<file path="src/sv/ostt_pkg.sv">
package ostt_pkg;

	// Default table geometry
	localparam int SLOTS_DEF     = 16;
	localparam int TIME_BITS_DEF = 32;

	// Widest time value any configuration may use
	localparam int WIDE_W = 64;

	// Firings reported by one tick at most, and the counter that tracks them
	localparam int MAX_RESULTS = 16;
	localparam int FIRE_CNT_W  = $clog2(MAX_RESULTS + 1);

	// Operation codes
	localparam logic [1:0] OP_TICK   = 2'd0;
	localparam logic [1:0] OP_ADD    = 2'd1;
	localparam logic [1:0] OP_REMOVE = 2'd2;
	localparam logic [1:0] OP_CLEAR  = 2'd3;

	// Status codes
	localparam logic [1:0] ST_OK        = 2'd0;
	localparam logic [1:0] ST_ZERO_DUR  = 2'd1;
	localparam logic [1:0] ST_TABLE_FULL = 2'd2;

	typedef struct packed {
		logic [1:0]  operation;
		logic [31:0] duration_ms;
		logic [3:0]  slot;
		logic [15:0] delta_ms;
	} req_beat_t;

	typedef struct packed {
		logic [1:0] status;
		logic [3:0] slot_out;
		logic       fired;
		logic       last;
	} rsp_beat_t;

endpackage

</file>
<file path="src/sv/ostt_ram.sv">
module ostt_ram #(
	parameter int DEPTH  = ostt_pkg::SLOTS_DEF,
	parameter int WIDTH  = 2 * ostt_pkg::TIME_BITS_DEF,
	parameter int ADDR_W = (DEPTH > 1) ? $clog2(DEPTH) : 1
) (
	input  logic              clk,
	input  logic              we,
	input  logic [ADDR_W-1:0] waddr,
	input  logic [WIDTH-1:0]  wdata,
	input  logic              re,
	input  logic [ADDR_W-1:0] raddr,
	output logic [WIDTH-1:0]  rdata
);

	logic [WIDTH-1:0] mem [DEPTH];

	// Write port
	always_ff @(posedge clk) begin
		if (we) begin
			mem[waddr] <= wdata;
		end
	end

	// Registered read port, data holds while no read is issued
	always_ff @(posedge clk) begin
		if (re) begin
			rdata <= mem[raddr];
		end
	end

endmodule

</file>
<file path="config.mk">
export PLATFORM = sky130hd
export DESIGN_NAME = ostt_ram
export DESIGN_NICKNAME = d
export VERILOG_FILES = /design/src/sv/ostt_pkg.sv /design/src/sv/ostt_ram.sv
export SDC_FILE = /design/constraint.sdc
export NUM_CORES = 1
export LEC_CHECK = 0
export BUFFER_PORTS_ARGS = -buffer_cell sky130_fd_sc_hd__buf_2
export CAP_MARGIN = 20
export CORE_ASPECT_RATIO = 0.8
export CORE_MARGIN = 4
export CORE_UTILIZATION = 50
export CTS_CLUSTER_DIAMETER = 200
export DETAILED_ROUTE_END_ITERATION = 12
export PLACE_DENSITY = 0.69
export SYNTH_ARGS = -nofsm -noshare
export SYNTH_HDL_FRONTEND = slang
export SYNTH_SLANG_ARGS = --single-unit
</file>
<file path="constraint.sdc">
create_clock -name clk -period 5.95 [get_ports clk]
set_clock_uncertainty 0.2 [all_clocks]
set_input_delay 0.2975 -clock clk [delete_from_list [all_inputs] [get_ports clk]]
set_output_delay 0.2975 -clock clk [all_outputs]
set_load 0.01 [all_outputs]
</file>
==> PnR_summary.wiki, run 1 <==
{| class="wikitable"
! Metric !! Value
|-
| Final critical path time including I/O delays and setup || 2.367 ns
|-
| Number of antenna violations at the first check in global routing || 3
|-
| Post-detailed-route via-to-cell ratio || 6.068
|-
| Setup_tns || 0 ns
|-
| Fraction of final layout cells sized beyond drive strength 1 || 0.2927
|-
| Run status || finished clean
|-
| Flip-flop and latch count after synthesis || 1088
|-
| Met3 Usage GRT || 0.03718
|-
| Drt total wl || 85550 um
|-
| Wire length of the first global-routing pass || 127200 um
|-
| R2r worst-path depth || 3
|-
| Startpoint of the most critical register-to-register path || mem[3][13]
|-
| Capture instance of the worst register-to-register path || rdata[13]
|-
| Mapped Nets || 1722
|-
| GRT overflow || 0
|-
| Floorplan row count || 92
|-
| Clock slew at the register clock pins of the worst setup and hold paths || 0.06 ns
|-
| Fmax || 422.5 MHz
|-
| Longest Clk Path Bufs || 3
|-
| Peak supply drop || 0.2643 mV
|-
| Post-CTS Repair Setup Buffers || 0
|-
| Yosys synthesis warning count || 0
|-
| Mean Syn Cell Area || 24.42 um2
|-
| Final-report setup violation count || 0
|-
| Number of port buffers || 138
|-
| Worst path required time || 6.03 ns
|-
| Worst Hold Path Cells || 3
|-
| Synthesized cell area || 40220 um2
|-
| Worst slew slack as a fraction of its limit || 0.2273
|-
| Number of maximum-capacitance violations || 0
|-
| Worst setup path category || in2reg
|-
| Sequential element share of the synthesized area || 0.8123
|-
| Tcrit/Tclk final || 0.3978
|-
| Maximum level of the CTS H-tree || 3
|-
| Static Leakage || 0.01464 uW
|-
| Number of nets in the layout || 1984
|-
| Data arrival at the endpoint of the critical path || 2.45 ns
|-
| Fill cell count || 5584
|-
| CTS tree || built
|-
| HPWL after detailed placement || 42790 um
|-
| Worst Max-Slew Pin Slew || 1.159 ns
|-
| X dimension of the die || 325.1 um
|-
| Vertical die dimension || 261.7 um
|-
| Count of unresolved DRC violations after routing || 0
|-
| Cells after Synth || 1647
|-
| R2R setup slack || 4.19 ns
|-
| Initial DRC Count || 1857
|-
| Wire length per cell after detailed routing || 28.31 um
|-
| Final weighted congestion in routability-driven placement || 0.7051
|-
| Antenna violation net count after detailed routing || 0
|-
| First-pass iteration count of the detailed router || 5
|-
| Overall Global Routing Usage || 0.2032
|-
| GRT Max-Usage Layer || met2
|-
| Total via count after detailed routing || 18340
|-
| Worst min-delay path endpoint || mem[0][43]
|-
| Library cell used as clock root buffer || sky130_fd_sc_hd__clkbuf_16
|-
| Distinct cells, synth || 17
|-
| Met2 Resource Use GR || 0.3390
|-
| Total clock sinks || 1088
|-
| Power Dens Cells || 337.1 nW/um2
|-
| Met1 Track Usage GR || 0.2848
|-
| Hold Vio Cnt, Final || 0
|-
| Hold WC Path Type || in2reg
|-
| Hold Startpoint || waddr[0]
|-
| Startpoint type of the worst setup path || input pin
|-
| Sort of element at the end of the critical path || flip-flop
|-
| Fin util || 0.5802
|-
| Peak fanout along the critical path || 43
|-
| Core area || 79310 um2
|-
| Later-pin clock latency in the skew report || 0.66 ns
|-
| Unrepaired setup endpoints after global routing || no
|-
| Num ports || 139
|-
| Area enclosed by the die boundary || 85080 um2
|-
| Number of global-route vias before repair || 19290
|-
| Fin. max-slew vios || 0
|-
| Initial standard-cell utilization of the core || 0.5071
|-
| Pin count of the biggest net entering global routing || 96
|-
| Area Growth Syn to Fin || 14.40%
|-
| Number of buffers created by CTS || 99
|}
## metal layers
layer / wire length (um) / up-vias
met4: 1782 / 0
met3: 6030 / 116
met2: 42910 / 692
met1: 34830 / 9876
li1: - / 7652
met5: 0 / -
## cell usage after synthesis
cell                          n  share of area
sky130_fd_sc_hd__nand2_1     65         0.0061
sky130_fd_sc_hd__nand2b_1     2        0.00031
sky130_fd_sc_hd__and2_1       1        0.00016
sky130_fd_sc_hd__buf_1       16         0.0015
sky130_fd_sc_hd__clkbuf_1    36         0.0034
sky130_fd_sc_hd__nand3b_1     2        0.00037
sky130_fd_sc_hd__mux4_2     256           0.14
sky130_fd_sc_hd__buf_2       13         0.0016
sky130_fd_sc_hd__a22oi_1    128          0.024
sky130_fd_sc_hd__buf_6       13         0.0036
sky130_fd_sc_hd__edfxtp_1  1088           0.81
sky130_fd_sc_hd__buf_4        6         0.0011
sky130_fd_sc_hd__or3b_2       1        0.00022
sky130_fd_sc_hd__nor3_1       4        0.00050
sky130_fd_sc_hd__nand3_1      1        0.00012
sky130_fd_sc_hd__nor2b_1      2        0.00031
sky130_fd_sc_hd__nor2_1      13         0.0012
## worst max-delay path, stage by stage
cell                     delay (ns)
sky130_fd_sc_hd__buf_2         0.11
sky130_fd_sc_hd__or3b_2        0.60
sky130_fd_sc_hd__nor2_4        0.67
sky130_fd_sc_hd__buf_4         0.72
## power breakdown
| group | total [uW] | internal (uW) | switching, uW | leakage, uW |
|---|---|---|---|---|
| combinational | 761 | 316 | 445 | 0.00328 |
| sequential | 8690 | 8640 | 55.7 | 0.00989 |
| clock | 6060 | 3400 | 2660 | 0.00147 |
## cell type report
type,instances,area [um2],area share
flip-flops and latches,1088,32670,0.7100
multi-input cells,475,7234,0.1572
clock buffers,130,2615,0.05683
repair buffers,245,1762,0.03829
well taps,1034,1294,0.02812
clock inverters,47,430.4,0.009354
diodes,3,7.507,0.0001631
## sequential cells by signal, indices dropped and copies added, names as in the netlist
register,flops
rdata,64
mem,1024
## metrics by stage
step	total power, uW	cells	hold WS (ns)	worst slack, ns	area, um2
after floorplan	9267	1647	0.1964	0.02371	40220
after global placement	9562	2776	0.4593	2.860	42280
after detailed placement	9590	2777	0.4854	2.859	42310
after CTS	15630	3019	0.1147	3.573	46010
after global routing	16030	3019	0.1333	3.417	46010
final	15510	3022	0.1589	3.583	46010
## placed cells by master, fill, tap and decap left out, drive strengths merged
cell and instances:
nor2 13, buf 180, nor2b 2, a22oi 128, nand2 65, dlygate4sd3 65
inv 5, edfxtp 1088, nor3 4, and2 1, mux4 256, clkinv 32
nand3 1, nand3b 2, or3b 1, clkinvlp 3, diode 3, bufinv 7
clkbuf 130, nand2b 2
## cells by family after synthesis
family,Yosys count,synth area share
flip-flops,1088,0.8123
multiplexers,256,0.1433
AO/OA/AOI/OAI,128,0.02389
AND/OR/NAND/NOR,91,0.009270
buffers and inverters,84,0.01123
## worst max path at each step
stage               slack, ns    endpoint  cells past startpoint     start
global route             3.42    rdata[9]                      5  raddr[0]
detailed placement       2.86    rdata[9]                      5  raddr[0]
floorplan                0.02   mem[0][0]                      2  waddr[2]
finish                   3.58   mem[1][7]                      4  waddr[2]
global placement         2.86   mem[1][8]                      4  waddr[2]
CTS                      3.57  mem[2][18]                      4  waddr[2]
## what timing repair did
item | 4_1_cts | 5_1_grt
hold buffers | 65 | 0
gates resized for setup | 0 | 0
endpoints found under the hold margin | 1028 | 0
No activity file was read; power rests on OpenSTA's default activity.
==> inputs of run 2 (changes only) <==
- PLACE_DENSITY: 0.69 -> 0.66
- clock period: 5.95 -> 2.4 ns (I/O delays scaled with it)
==> run 2 against run 1 <==
First-iteration DRC count grew 27%. Core utilization grew 1.8 points. Critical endpoint is now mem[4][13]. Highest routed layer is now met5. Largest cell class unchanged. Worst setup slack lost 3.5 ns.
==> PnR_summary.wiki, run 2 (synthesized netlist as in run 1, its figures left out) <==
{| class="wikitable"
! Metric !! Value
|-
| Sort of element at the end of the critical path || flip-flop
|-
| Hold WC Path Type || in2reg
|-
| Power Dens Cells || 833.5 nW/um2 (+150%)
|-
| Initial DRC Count || 2366 (+27%)
|-
| Number of nets in the layout || 2046 (+3.1%)
|-
| Startpoint type of the worst setup path || input pin
|-
| Pin count of the biggest net entering global routing || 65 (-32%)
|-
| X dimension of the die || 325.1 um (unchanged)
|-
| Overall power consumption || 39530 uW (+150%)
|-
| Final weighted congestion in routability-driven placement || 0.7219 (+2.4%)
|-
| Capture instance of the worst register-to-register path || rdata[11]
|-
| Fin. max-slew vios || 0 (unchanged)
|-
| Number of port buffers || 138 (unchanged)
|-
| Worst setup path endpoint || mem[4][13]
|-
| Worst Max-Slew Pin Slew || 0.6834 ns (-0.4756 ns)
|-
| Clock slew at the register clock pins of the worst setup and hold paths || 0.06 ns (about the same)
|-
| R2r worst-path depth || 3 (unchanged)
|-
| Tcrit/Tclk final || 0.9572
|-
| Number of buffers created by CTS || 104 (+5.1%)
|-
| Later-pin clock latency in the skew report || 0.66 ns (about the same)
|-
| Number of maximum-capacitance violations || 0 (unchanged)
|-
| Fill cell count || 5386 (-3.5%)
|-
| Worst slew slack as a fraction of its limit || 0.5434 (+0.3161)
|-
| Floorplan row count || 92 (unchanged)
|-
| Crit path launch || waddr[2]
|-
| Data arrival at the endpoint of the critical path || 2.43 ns (-0.02 ns)
|-
| Post-detailed-route via-to-cell ratio || 6.055 (-0.20%)
|-
| Count of unresolved DRC violations after routing || 0 (unchanged)
|-
| Vertical die dimension || 261.7 um (unchanged)
|-
| Total clock sinks || 1088 (unchanged)
|-
| Wire length of the first global-routing pass || 133500 um (+4.9%)
|-
| Total via count after detailed routing || 18740 (+2.2%)
|-
| GRT overflow || 0 (unchanged)
|-
| Fraction of final layout cells sized beyond drive strength 1 || 0.3144 (+0.02166)
|-
| R2R setup slack || 0.68 ns (-3.51 ns)
|-
| Core area || 79310 um2 (unchanged)
|-
| Number of global-route vias before repair || 19500 (+1.1%)
|-
| First-pass iteration count of the detailed router || 5 (unchanged)
|-
| Peak fanout along the critical path || 24 (-44%)
|-
| Run status || finished clean
|-
| Max reg flops || 1024 (unchanged)
|-
| Placed Area || 43340 um2 (+2.4%)
|-
| Area Growth Syn to Fin || 17.91%
|-
| Register with the most flip-flops || mem
|-
| Worst path required time || 2.53 ns (-3.50 ns)
|-
| Static Leakage || 0.01525 uW (+4.2%)
|-
| Hold Vio Cnt, Final || 0 (unchanged)
|-
| Num ports || 139 (unchanged)
|-
| Initial standard-cell utilization of the core || 0.5071 (unchanged)
|-
| CTS tree || built
|-
| Wire length per cell after detailed routing || 29.42 um (+3.9%)
|-
| HPWL after detailed placement || 46720 um (+9.2%)
|-
| Unrepaired setup endpoints after global routing || no
|-
| Final critical path time including I/O delays and setup || 2.297 ns
|-
| Number of antenna violations at the first check in global routing || 9 (+6)
|-
| Post-Layout Inst Area || 47420 um2 (+3.1%)
|-
| Worst setup path category || in2reg
|-
| Area enclosed by the die boundary || 85080 um2 (unchanged)
|-
| Maximum level of the CTS H-tree || 3 (unchanged)
|-
| Longest Clk Path Bufs || 3 (unchanged)
|-
| Number of cells upsized or downsized after cts || 0 (unchanged)
|-
| Startpoint of the most critical register-to-register path || mem[11][11]
|-
| Fmax || 435.3 MHz
|-
| Most frequent cells in the layout || sky130_fd_sc_hd__edfxtp_1, sky130_fd_sc_hd__mux4_2, sky130_fd_sc_hd__buf_2
|-
| Largest registers || mem x1024, rdata x64
|-
| Final-report setup violation count || 0 (unchanged)
|-
| Antenna violation net count after detailed routing || 0 (unchanged)
|-
| Peak supply drop || 0.6094 mV (+130%)
|-
| Drt total wl || 91060 um (+6.4%)
|-
| Library cell used as clock root buffer || sky130_fd_sc_hd__clkbuf_16
|-
| Overall Global Routing Usage || 0.2163 (+0.01311)
|-
| Most common library cell in the layout ignoring fill and taps || sky130_fd_sc_hd__edfxtp_1
|}
## run 2: changes by cell type in the layout (fill, tap and decap cells not counted), sizes merged
cell | before | now
bufinv | 7 | 9
diode | 3 | 6
clkinv | 32 | 45
dlygate4sd3 | 65 | 75
inv | 5 | 2
clkinvlp | 3 | 4
buf | 180 | 227
## run 2: how the worst min path moves through the flow
| stage | from | to | slack (ns) | depth (start not counted) |
|---|---|---|---|---|
| after global routing | raddr[2] | rdata[18] | 0.08 | 4 |
| after floorplan | wdata[0] | mem[0][0] | 0.02 | 0 |
| after detailed placement | wdata[29] | mem[12][29] | 0.29 | 1 |
| final | raddr[2] | rdata[18] | 0.08 | 4 |
| after CTS | raddr[2] | rdata[18] | 0.05 | 4 |
| after global placement | wdata[62] | mem[8][62] | 0.28 | 1 |
## run 2: power by group
part	switching, uW	internal (uW)
clock network	6740	9160
logic	1170	915
registers	133	21400
total	8040	31500
## run 2: repair_timing
item                       4_1_cts  5_1_grt
hold endpoints to repair      1336        0
setup endpoints to repair        0       64
hold buffers                    75        0
buffers inserted                 0        1
## run 2: area by class of cell
type / instances / area (um2) / share of cell area
Multi-Input combinational cell: 475 / 7274 / 0.1534
Tap cell: 1034 / 1294 / 0.02728
Clock inverter: 60 / 526.8 / 0.01111
Antenna cell: 6 / 15.01 / 0.0003166
Timing Repair Buffer: 302 / 2858 / 0.06026
Sequential cell: 1088 / 32670 / 0.6889
Clock buffer: 130 / 2785 / 0.05873
## run 2: worst max-delay path, cell delays in order
cell and delay, ns:
sky130_fd_sc_hd__dlygate4sd3_1 0.61, sky130_fd_sc_hd__buf_2 0.19, sky130_fd_sc_hd__nand3b_1 0.25, sky130_fd_sc_hd__nor3_4 0.17, sky130_fd_sc_hd__dlygate4sd3_1 0.76, sky130_fd_sc_hd__buf_12 0.28
## run 2: metal layers
layer | vias to the layer above | wire length, um | part of all wire | GRT usage
met1 | 10090 | 37950 | 0.42 | 0.3075
met2 | 717 | 44500 | 0.49 | 0.3539
met5 | - | 36 | 0.00040 | 0
met3 | 133 | 6912 | 0.076 | 0.04420
li1 | 7791 | - | - | -
met4 | 6 | 1661 | 0.018 | 0.04913
## run 2: per-stage QoR
stage	hold slack [ns]	setup TNS, ns	setup slack [ns]	std cells	utilization
after floorplan	0.01887	-156.11	-0.4512	1647	-
after global placement	0.2781	0	0.2663	2823	0.5464
after detailed placement	0.2887	0	0.2542	2823	0.5464
after CTS	0.05295	0	0.01570	3088	0.5977
after global routing	0.07890	0	0.06378	3090	0.5978
final	0.08293	0	0.1027	3095	0.5980
